`src/ktl_pkg.sv`:
```
package ktl_pkg;

	// Run modes between bytes
	localparam logic [1:0] MODE_IDLE  = 2'd0;
	localparam logic [1:0] MODE_LABEL = 2'd1;
	localparam logic [1:0] MODE_INT   = 2'd2;
	localparam logic [1:0] MODE_WORD  = 2'd3;

	// Token kinds
	localparam logic [3:0] KIND_IDENT   = 4'd0;
	localparam logic [3:0] KIND_LABEL   = 4'd1;
	localparam logic [3:0] KIND_INT     = 4'd2;
	localparam logic [3:0] KIND_KW0     = 4'd3;
	localparam logic [3:0] KIND_EQUAL   = 4'd8;
	localparam logic [3:0] KIND_PLUS    = 4'd9;
	localparam logic [3:0] KIND_LESS    = 4'd10;
	localparam logic [3:0] KIND_INVALID = 4'd11;
	localparam logic [3:0] KIND_END     = 4'd12;

	localparam int unsigned  KW_COUNT = 5;
	localparam logic [4:0]   LIVE_ALL = 5'h1F;
	localparam logic [15:0]  LEN_MAX  = 16'hFFFF;

	localparam logic [7:0] CH_EQUAL = 8'h3D;
	localparam logic [7:0] CH_PLUS  = 8'h2B;
	localparam logic [7:0] CH_LESS  = 8'h3C;
	localparam logic [7:0] CH_COLON = 8'h3A;
	localparam logic [7:0] CH_UNDER = 8'h5F;

	// Keyword spellings, padded with zeros to eight bytes
	localparam logic [7:0] KW_CHARS [KW_COUNT][8] = '{
		'{8'h69, 8'h6E, 8'h70, 8'h75, 8'h74, 8'h00, 8'h00, 8'h00},  // input
		'{8'h6F, 8'h75, 8'h74, 8'h70, 8'h75, 8'h74, 8'h00, 8'h00},  // output
		'{8'h67, 8'h6F, 8'h74, 8'h6F, 8'h00, 8'h00, 8'h00, 8'h00},  // goto
		'{8'h69, 8'h66, 8'h00, 8'h00, 8'h00, 8'h00, 8'h00, 8'h00},  // if
		'{8'h74, 8'h68, 8'h65, 8'h6E, 8'h00, 8'h00, 8'h00, 8'h00}   // then
	};
	localparam logic [2:0] KW_LEN [KW_COUNT] = '{3'd5, 3'd6, 3'd4, 3'd2, 3'd4};

	// One output token
	typedef struct packed {
		logic [3:0]  kind;
		logic [15:0] start;
		logic [15:0] length;
		logic [7:0]  bad;
		logic        last;
	} token_t;

	function automatic logic is_digit(input logic [7:0] b);
		return b inside {[8'h30:8'h39]};
	endfunction

	function automatic logic is_alpha(input logic [7:0] b);
		return b inside {[8'h41:8'h5A], [8'h61:8'h7A]};
	endfunction

	function automatic logic is_word(input logic [7:0] b);
		return is_alpha(b) || is_digit(b) || (b == CH_UNDER);
	endfunction

	function automatic logic is_space(input logic [7:0] b);
		return b inside {8'h20, [8'h09:8'h0D]};
	endfunction

	// Keep the keywords that still match after byte b at position pos
	function automatic logic [4:0] kw_live_next(input logic [4:0] live,
			input logic [15:0] pos, input logic [7:0] b);
		logic [4:0] res;
		res = '0;
		for (int k = 0; k < KW_COUNT; k++) begin
			if (live[k] && (pos < 16'(KW_LEN[k])) && (KW_CHARS[k][pos[2:0]] == b))
				res[k] = 1'b1;
		end
		return res;
	endfunction

	// Kind of a finished word run: first live keyword of matching length
	function automatic logic [3:0] word_kind(input logic [4:0] live,
			input logic [15:0] len);
		logic [3:0] kind;
		logic       found;
		kind  = KIND_IDENT;
		found = 1'b0;
		for (int k = 0; k < KW_COUNT; k++) begin
			if (!found && live[k] && (len == 16'(KW_LEN[k]))) begin
				kind  = KIND_KW0 + 4'(k);
				found = 1'b1;
			end
		end
		return kind;
	endfunction

endpackage

```
`src/keyword_token_lexer.sv`:
```
// Byte-serial lexer: takes one source byte per request on s_axis and emits
// tokens (kind, start offset, length, offending byte) on m_axis, with tlast
// set on the last token that an input byte caused. A request with tlast set
// marks end of text: any pending run is flushed, END follows, and the lexer
// returns to its reset state. Each byte is classified and the run state is
// updated as it is taken, so one byte is taken per clock while the output
// buffer has room. Tokens leave a two-entry output buffer at one per clock
// while m_axis_tready is high; a byte that ends a run and is itself a token
// yields two tokens, and the input waits while the buffer drains. Offsets
// wrap modulo 2^OFFSET_BITS (low 16 bits shown); lengths saturate at 65535.
module keyword_token_lexer #(
	parameter int unsigned OFFSET_BITS = 16
) (
	input  logic        clk,
	input  logic        arst_n,
	input  logic        s_axis_tvalid,
	output logic        s_axis_tready,
	input  logic [7:0]  s_axis_tdata,   // [7:0] text_byte
	input  logic        s_axis_tlast,   // end_of_text
	output logic        m_axis_tvalid,
	input  logic        m_axis_tready,
	// [3:0] token_type, [19:4] token_start, [35:20] token_length,
	// [43:36] bad_byte, [47:44] zero
	output logic [47:0] m_axis_tdata,
	output logic        m_axis_tlast    // final_of_run
);

	logic [1:0]             mode_q;
	logic [OFFSET_BITS-1:0] run_start_q;
	logic [15:0]            run_len_q;
	logic [4:0]             live_q;
	logic [OFFSET_BITS-1:0] offset_q;

	ktl_pkg::token_t slot0_q, slot1_q;
	logic [1:0]      count_q;

	logic [7:0]             b;
	logic                   eot;
	logic                   accept, pop;
	logic                   cont;
	logic                   flush_vld, tok_vld;
	ktl_pkg::token_t        flush_tok, byte_tok, r0, r1;
	logic [1:0]             n_res;
	logic [OFFSET_BITS-1:0] off_inc;
	logic [31:0]            off_ext, start_ext;

	assign b      = s_axis_tdata;
	assign eot    = s_axis_tlast;
	assign pop    = m_axis_tvalid && m_axis_tready;
	assign accept = s_axis_tvalid && s_axis_tready;

	// Take a request when the buffer is empty after this cycle's pop
	assign s_axis_tready = (count_q == 2'd0) || ((count_q == 2'd1) && m_axis_tready);

	assign off_inc   = offset_q + OFFSET_BITS'(1);
	assign off_ext   = 32'(offset_q);
	assign start_ext = 32'(run_start_q);

	// Classify the byte against the current run
	always_comb begin
		cont = 1'b0;
		if (mode_q == ktl_pkg::MODE_INT)
			cont = ktl_pkg::is_digit(b);
		else if (mode_q != ktl_pkg::MODE_IDLE)
			cont = ktl_pkg::is_word(b);
	end

	// Token for a run that ends here
	always_comb begin
		flush_vld        = (mode_q != ktl_pkg::MODE_IDLE) && (eot || !cont);
		flush_tok.start  = start_ext[15:0];
		flush_tok.length = run_len_q;
		flush_tok.bad    = 8'd0;
		flush_tok.last   = 1'b0;
		case (mode_q)
			ktl_pkg::MODE_LABEL: flush_tok.kind = ktl_pkg::KIND_LABEL;
			ktl_pkg::MODE_INT:   flush_tok.kind = ktl_pkg::KIND_INT;
			default:             flush_tok.kind = ktl_pkg::word_kind(live_q, run_len_q);
		endcase
	end

	// Token of the byte itself, or END
	always_comb begin
		tok_vld         = 1'b0;
		byte_tok.kind   = ktl_pkg::KIND_INVALID;
		byte_tok.start  = off_ext[15:0];
		byte_tok.length = 16'd0;
		byte_tok.bad    = 8'd0;
		byte_tok.last   = 1'b0;
		if (eot) begin
			tok_vld       = 1'b1;
			byte_tok.kind = ktl_pkg::KIND_END;
		end else if (!(flush_vld || mode_q == ktl_pkg::MODE_IDLE)) begin
			tok_vld = 1'b0;
		end else if (b == ktl_pkg::CH_EQUAL) begin
			tok_vld       = 1'b1;
			byte_tok.kind = ktl_pkg::KIND_EQUAL;
		end else if (b == ktl_pkg::CH_PLUS) begin
			tok_vld       = 1'b1;
			byte_tok.kind = ktl_pkg::KIND_PLUS;
		end else if (b == ktl_pkg::CH_LESS) begin
			tok_vld       = 1'b1;
			byte_tok.kind = ktl_pkg::KIND_LESS;
		end else if (!(ktl_pkg::is_space(b) || ktl_pkg::is_word(b) ||
				b == ktl_pkg::CH_COLON)) begin
			tok_vld         = 1'b1;
			byte_tok.length = 16'd1;
			byte_tok.bad    = b;
		end
	end

	// Order the results and mark the last one
	always_comb begin
		n_res = 2'(flush_vld) + 2'(tok_vld);
		r0    = flush_vld ? flush_tok : byte_tok;
		r1    = byte_tok;
		r0.last = (n_res == 2'd1);
		r1.last = 1'b1;
	end

	// Advance the run state on each request
	always_ff @(posedge clk or negedge arst_n) begin
		if (!arst_n) begin
			mode_q      <= ktl_pkg::MODE_IDLE;
			run_start_q <= '0;
			run_len_q   <= '0;
			live_q      <= ktl_pkg::LIVE_ALL;
			offset_q    <= '0;
		end else if (accept) begin
			if (eot) begin
				mode_q      <= ktl_pkg::MODE_IDLE;
				run_start_q <= '0;
				run_len_q   <= '0;
				live_q      <= ktl_pkg::LIVE_ALL;
				offset_q    <= '0;
			end else if (cont) begin
				if (mode_q == ktl_pkg::MODE_WORD)
					live_q <= ktl_pkg::kw_live_next(live_q, run_len_q, b);
				if (run_len_q != ktl_pkg::LEN_MAX)
					run_len_q <= run_len_q + 16'd1;
				offset_q <= off_inc;
			end else begin
				mode_q    <= ktl_pkg::MODE_IDLE;
				run_len_q <= '0;
				live_q    <= ktl_pkg::LIVE_ALL;
				if (b == ktl_pkg::CH_COLON) begin
					mode_q      <= ktl_pkg::MODE_LABEL;
					run_start_q <= off_inc;
				end else if (ktl_pkg::is_digit(b)) begin
					mode_q      <= ktl_pkg::MODE_INT;
					run_start_q <= offset_q;
					run_len_q   <= 16'd1;
				end else if (ktl_pkg::is_word(b)) begin
					mode_q      <= ktl_pkg::MODE_WORD;
					run_start_q <= offset_q;
					run_len_q   <= 16'd1;
					live_q      <= ktl_pkg::kw_live_next(ktl_pkg::LIVE_ALL, 16'd0, b);
				end
				offset_q <= off_inc;
			end
		end
	end

	// Output buffer fill count
	always_ff @(posedge clk or negedge arst_n) begin
		if (!arst_n) begin
			count_q <= 2'd0;
		end else if (accept) begin
			count_q <= n_res;
		end else if (pop) begin
			count_q <= count_q - 2'd1;
		end
	end

	// Load or shift the output slots
	always_ff @(posedge clk) begin
		if (accept) begin
			slot0_q <= r0;
			slot1_q <= r1;
		end else if (pop) begin
			slot0_q <= slot1_q;
		end
	end

	assign m_axis_tvalid = (count_q != 2'd0);
	assign m_axis_tdata  = {4'd0, slot0_q.bad, slot0_q.length, slot0_q.start, slot0_q.kind};
	assign m_axis_tlast  = slot0_q.last;

endmodule

```
`config.mk`:
```
export PLATFORM = sky130hd
export DESIGN_NAME = keyword_token_lexer
export DESIGN_NICKNAME = d
export VERILOG_FILES = /design/src/ktl_pkg.sv /design/src/keyword_token_lexer.sv
export SDC_FILE = /design/constraint.sdc
export NUM_CORES = 1
export LEC_CHECK = 0
export ABC_AREA = 1
export BUFFER_PORTS_ARGS = -buffer_cell sky130_fd_sc_hd__buf_2
export CORE_ASPECT_RATIO = 1.4
export CORE_MARGIN = 2
export CORE_UTILIZATION = 60
export CTS_CLUSTER_SIZE = 30
export DETAILED_ROUTE_END_ITERATION = 6
export GPL_TIMING_DRIVEN = 0
export PLACE_DENSITY = 0.8
export SYNTH_ARGS = -nofsm -noshare
export SYNTH_HDL_FRONTEND = slang
export SYNTH_SLANG_ARGS = --single-unit
```
`constraint.sdc`:
```
create_clock -name clk -period 4.8 [get_ports clk]
set_input_delay 0.24 -clock clk [delete_from_list [all_inputs] [get_ports clk]]
set_output_delay 0.24 -clock clk [all_outputs]
set_load 0.1 [all_outputs]
```
Word level (Yosys, flattened, before mapping)
Memories as Yosys holds them, arrays and structs flattened.
Index checks and enable logic that the tools add are counted.
{ "word_totals": {"register_bits": 146, "rom_bits": 320, "input_bits": 13, "output_inout_bits": 51, "elab_cells": 198, "memories": 5} }
{ "mem_list": {"columns": ["memory", "words", "width", "rd", "rd_clocked_by_memory_dff", "wr", "line_no", "rtl"], "rows": [
  ["(name not given)", 8, 8, 1, 0, 0, "ktl_pkg.sv:71", "if (live[k] && (pos < 16'(KW_LEN[k])) && (KW_CHARS[k][pos[2:0]] == b))"],
  ["(name not given)", 8, 8, 1, 0, 0, "ktl_pkg.sv:71", null],
  ["(name not given)", 8, 8, 1, 0, 0, "ktl_pkg.sv:71", null],
  ["(name not given)", 8, 8, 1, 0, 0, "ktl_pkg.sv:71", null],
  ["(name not given)", 8, 8, 1, 0, 0, "ktl_pkg.sv:71", null]
]} }
{ "classes": {"n_addsub": 4, "magnitude_cmp": 13, "eq_ne": 28, "muxes": 80, "bitwise_logic": 1, "reduce_logical": 52} }
{ "ops": {"columns": ["op", "count"], "rows": [
  ["16-bit 2-to-1 mux", 9],
  ["45-bit 2-to-1 mux", 3],
  ["8-bit 2-to-1 mux", 10],
  ["9-bit 2-to-1 mux", 6],
  ["16-bit by 3-bit equality test with 1-bit output (second input constant)", 3],
  ["16-bit by 3-bit < comparator with 1-bit output (second input constant)", 3],
  ["8-bit by 6-bit equality test with 1-bit output (second input constant)", 5],
  ["8-bit equality test", 5],
  ["16-bit by 1-bit adder with 16-bit output (second input constant)", 2],
  ["7-bit by 8-bit equality test with 1-bit output (first input constant)", 4],
  ["5-bit 2-to-1 mux", 6],
  ["1-bit 2-to-1 mux", 29],
  ["1-bit logical AND", 27],
  ["2-bit 2-to-1 mux", 11],
  ["16-bit by 2-bit equality test with 1-bit output (second input constant)", 1],
  ["8-bit by 7-bit >= comparator with 1-bit output (second input constant)", 2],
  ["8-bit by 7-bit less-or-equal comparator with 1-bit output (second input constant)", 2],
  ["16-bit by 2-bit < comparator with 1-bit output (second input constant)", 1],
  ["4-bit 2-to-1 mux", 4],
  ["16-bit != test (second input constant)", 1],
  ["2-bit nonzero test", 5],
  ["8-bit by 7-bit equality test with 1-bit output (second input constant)", 1],
  ["8-bit by 4-bit >= comparator with 1-bit output (second input constant)", 1],
  ["8-bit by 6-bit >= comparator with 1-bit output (second input constant)", 1],
  ["other kinds (19)", 36]
]} }

Logic depth before layout (Yosys ltp)
{ "depth": {"ltp_word": 26, "ltp_mapped": 16, "depth_no_buf": 15} }

Worst setup path before layout
Ideal clock, no wire load.
{ "synth_timing": {"path_type": "reg2reg", "startpoint": "register count_q[0]", "endpoint": "register slot1_q[1] in the netlist's numbering (enable)", "setup_time_ns": 0.403, "arrival_ns": 3.774, "t_required_ns": 4.397, "path_slack_ns": 0.622, "stages_incl_launch_ff": 9, "n_path_buf": 2, "period_less_slack_ns": 4.178, "path_cell_list": "dfrtp_1 inv_1 ha_1 inv_1 nand2_1 nand2_1 clkinv_1 clkbuf_1 buf_1"} }
{ "synth_via": {"elab_chain_len": 4, "word_cells_on_any_way": 5, "cone_classes": "eq/ne (1); reduce/logical (4)"} }
{ "synth_rtl": {"columns": ["element", "line_no", "rtl"], "rows": [
  ["from (decl)", "keyword_token_lexer.sv:35", "logic [1:0] count_q;"],
  ["from (signal assigned)", "keyword_token_lexer.sv:169", "count_q <= n_res;"],
  ["from (signal assigned)", "keyword_token_lexer.sv:171", "count_q <= count_q - 2'd1;"],
  ["2-bit by 1-bit equality test with 1-bit output", "keyword_token_lexer.sv:53", "assign s_axis_tready = (count_q == 2'd0) || ((count_q == 2'd1) && m_axis_tready);"],
  ["1-bit logical AND", "keyword_token_lexer.sv:53", null],
  ["1-bit logical OR *", "keyword_token_lexer.sv:53", null],
  ["named net s_axis_tready", "keyword_token_lexer.sv:17", "output logic s_axis_tready,"],
  ["1-bit logical AND *", "keyword_token_lexer.sv:50", "assign accept = s_axis_tvalid && s_axis_tready;"],
  ["named net accept", "keyword_token_lexer.sv:39", "logic accept, pop;"],
  ["to (signal assigned)", "keyword_token_lexer.sv:179", "slot1_q <= r1;"],
  ["to (decl)", "keyword_token_lexer.sv:34", "ktl_pkg::token_t slot0_q, slot1_q;"]
]} }
The timed path passes the listed nets; every way through them passes the cells marked *.
A chain may end at the register's enable or synchronous reset.

Final worst setup path
{ "layout_timing": {"startpoint": "register count_q[0]", "endpoint": "register slot1_q[8] in the netlist's numbering (enable)"} }
{ "layout_via": {"elab_chain_len": 4, "word_cells_on_any_way": 5, "cone_classes": "eq/ne (1); reduce/logical (4)"} }
{ "layout_rtl": {"columns": ["element", "line_no"], "rows": [
  ["2-bit by 1-bit equality test with 1-bit output", "keyword_token_lexer.sv:53"],
  ["1-bit logical AND", "keyword_token_lexer.sv:53"],
  ["1-bit logical OR *", "keyword_token_lexer.sv:53"],
  ["1-bit logical AND *", "keyword_token_lexer.sv:50"],
  ["named net accept", "keyword_token_lexer.sv:39"]
]} }
Marked as above.

==> flow_metrics.py <==
metrics = {
    "power": {
        "irDropWorstVdd_uv": 467,
        "total_power_mw": 5.55,
        "p_leak_nw": 3.76,
        "power_density_nw_per_um2": 659,
    },
    "placed_design": {
        "dpl.hpwl_mm": 13.8,
        "gp_congestion": 0.975,
        "pre_cts_ws_ns": 1.81,
        "portBuffers": 55,
        "placed_area_um2": 7860,
    },
    "sta": {
        "hold_viol": 0,
        "fmax_ghz": 0.331,
        "worst_slew_pin_slew_ns": 0.840,
        "max_slew_margin_pct": 44.0,
        "finalSetupViolations": 0,
        "final.setup.worst_slack_ns": 1.78,
        "rsz0062_at_grt": "false",
        "finalSetupTns_ns": 0,
        "min_period_over_period_pct": 62.9,
        "report.final.slew_viol_count": 0,
        "fin_worst_skew_ns": 0.00680,
        "final.min_clock_period_ns": 3.02,
    },
    "synth": {
        "ys_seq_elements": 130,
        "synth_cells": 858,
        "ys_seq_area_share_pct": 49.3,
        "avgSynthCellArea_um2": 8.57,
        "yosysTopAreaCell": "edfxtp_1",
        "yosys-top-cells-area": "edfxtp_1 (30%), dfrtp_1 (18%), nand2_1 (10%), nand3_1 (6.2%), nor2_1 (4.0%)",
        "synthDistinctLibCells": 46,
        "ys_warn_count": 0,
        "yosysTopAreaCellShare_pct": 29.8,
        "syn_area_um2": 7350,
    },
    "worst_setup_path": {
        "critical_path.endpoint_type": "register",
        "crit_arrival_ns": 3.07,
        "cp-start-kind": "register",
        "cp_slowest_cell": "buf_2",
        "path_cells": "inv_1 -> ha_1 -> inv_1 -> nand2_1 -> nand2_1 -> clkinv_1 -> clkbuf_1 -> buf_2",
        "crit_path_max_incr_delay_ns": 0.78,
        "path_buf_inv": 5,
        "path_delay_family": "buffers and inverters",
        "critPathMaxFanout": 37,
        "critical_path_class": "reg -> reg",
        "cp_data_required_time_ns": 4.85,
    },
    "clock_network": {
        "post_cts_buffers": 0,
        "cts_tree": "done",
        "numCtsBuffers": 17,
        "cts.sinks": 130,
        "cts-htree-levels": 4,
        "path_clk_slew_ns": 0.06,
        "clock_latency_ns": 0.42,
        "post_cts_resized": 0,
        "clock_path_buffers": 2,
        "cts-root-buf": "clkbuf_16",
    },
    "detailed_routing": {
        "via_per_inst": 5.92,
        "wl_mm": 19.8,
        "drcViolationCount": 0,
        "drtIter0Drc": 560,
        "ant_nets": 0,
        "drt-pass1-iter-count": 6,
        "routedWlPerCell_um": 18.0,
        "vias": 6497,
    },
    "floorplanning": {
        "die_w_um": 97.6,
        "std_cell_rows": 47,
        "ios": 64,
        "core-area_um2": 11900,
        "die_h_um": 135,
        "dieArea_um2": 13200,
        "initial_utilization_pct": 61.9,
    },
    "global_routing": {
        "grt_max_degree": 58,
        "grt_pass1_wl_mm": 31.9,
        "grt.total_usage_pct": 30.8,
        "antenna_found_initial": 0,
        "first_global_vias": 6552,
        "grt-ovfl-total": 0,
    },
    "layout": {
        "antenna-diode-count": 0,
        "layout.nets": 965,
        "areaGrowthSynthToFinish_pct": 14.5,
        "multi_input_area_um2": 3200,
        "fill_cells": 952,
        "regArea_um2": 3620,
        "fin_util_pct": 70.9,
        "drive_above_1_share_pct": 16.1,
        "final_cell_area_um2": 8420,
    },
    "run": {
        "cap_violations": 0,
    },
    "status": {
        "status": "complete, no violations",
    },
    "min_path": {
        "min_path_type": "in -> reg",
    },
}
==> cells by family after synthesis <==
family	count (synthesis)	synth area share (%)
mux	1	0.136
simple gates	466	29.7
buf+inv	118	7.35
fa+ha+maj	15	2.55
xor+xnor	25	2.98
compound gates	102	7.91
flops	130	49.3
other cells	1	0.0510
==> synth_stat cells, drive strengths merged <==
cell	number
a21boi	1
a21o	1
a21oi	15
a31o	1
a32o	2
and3	2
buf	22
clkbuf	14
clkinv	3
conb	1
dfrtp	52
dfstp	5
edfxtp	73
ha	15
inv	79
mux2i	1
nand2	218
nand3	92
nand3b	4
nand4	32
nor2	91
nor3	21
nor3b	1
nor4	1
o211ai	3
o21ai	53
o22ai	25
o31ai	1
or2	4
xnor2	2
xor2	23
==> cells in the final DEF, fill, tap and decap left out, drive strengths merged, types with 21 or more instances in the layout <==
cell type	netlist	final
nand4	32	32
o22ai	25	25
edfxtp	73	73
nand2	218	218
nor2	91	91
buf	22	78
clkbuf	14	34
xor2	23	23
nand3	92	92
nor3	21	21
o21ai	53	53
inv	79	81
dfrtp	52	52
==> what timing repair did <==
action	4_1_cts	5_1_grt
endpoints found under the hold margin	0	46
hold buffers	0	1
endpoints found under the setup margin	0	0
==> area by class of cell <==
cell class	instances	area share, %
Buffer	36	2.78
Clock buffer	20	5.30
Clock inverter	12	1.28
Inverter	82	3.65
Multi-Input combinational cell	613	38.0
Sequential cell	130	43.0
Tap cell	147	2.18
Timing Repair Buffer	57	3.74
==> power breakdown <==
part           switching [mW]  internal [mW]  total, mW
combinational            2.09          0.455       2.54
sequential              0.159           1.62       1.78
clock                   0.507          0.726       1.23
total                    2.75           2.80       5.55
==> registers in the layout (all words and copies together), names as in the netlist <==
name          cells
m_axis_tlast      1
mode_q            2
run_len_q        16
slot1_q          28
live_q            5
m_axis_tdata     44
offset_q         16
run_start_q      16
count_q           2
==> path summary, 6_finish.rpt <==
path,end,start,cells after the start,slack (ns)
min reg2reg,slot1_q[35],offset_q[10],0,0.44
max,slot1_q[8],count_q[0],8,1.78
min in group asynchronous,run_len_q[2],arst_n,2,0.45
max in group asynchronous,run_start_q[12],arst_n,2,3.84
max reg2reg,slot1_q[8],count_q[0],8,1.78
min,slot1_q[43],s_axis_tlast,1,0.16
==> stage by stage <==
stage	hold slack, ns	std cells
2_1_floorplan	-0.0556	861
3_3_place_gp	0.429	1063
3_5_place_dp	0.433	1064
4_1_cts	0.142	1096
5_1_grt	0.161	1097
6_report	0.158	1097
==> routing by layer <==
layer | vias to the layer above | part of all wire (%) | wire [um] | track usage, %
met1 | 3018 | 35 | 6960 | 34.1
met2 | 339 | 53 | 10500 | 56.2
met5 | - | 0 | 0 | 0
met4 | 0 | 4.7 | 928 | 17.1
li1 | 3058 | - | - | -
met3 | 82 | 6.9 | 1360 | 5.07
No activity file was read; power rests on OpenSTA's default activity.
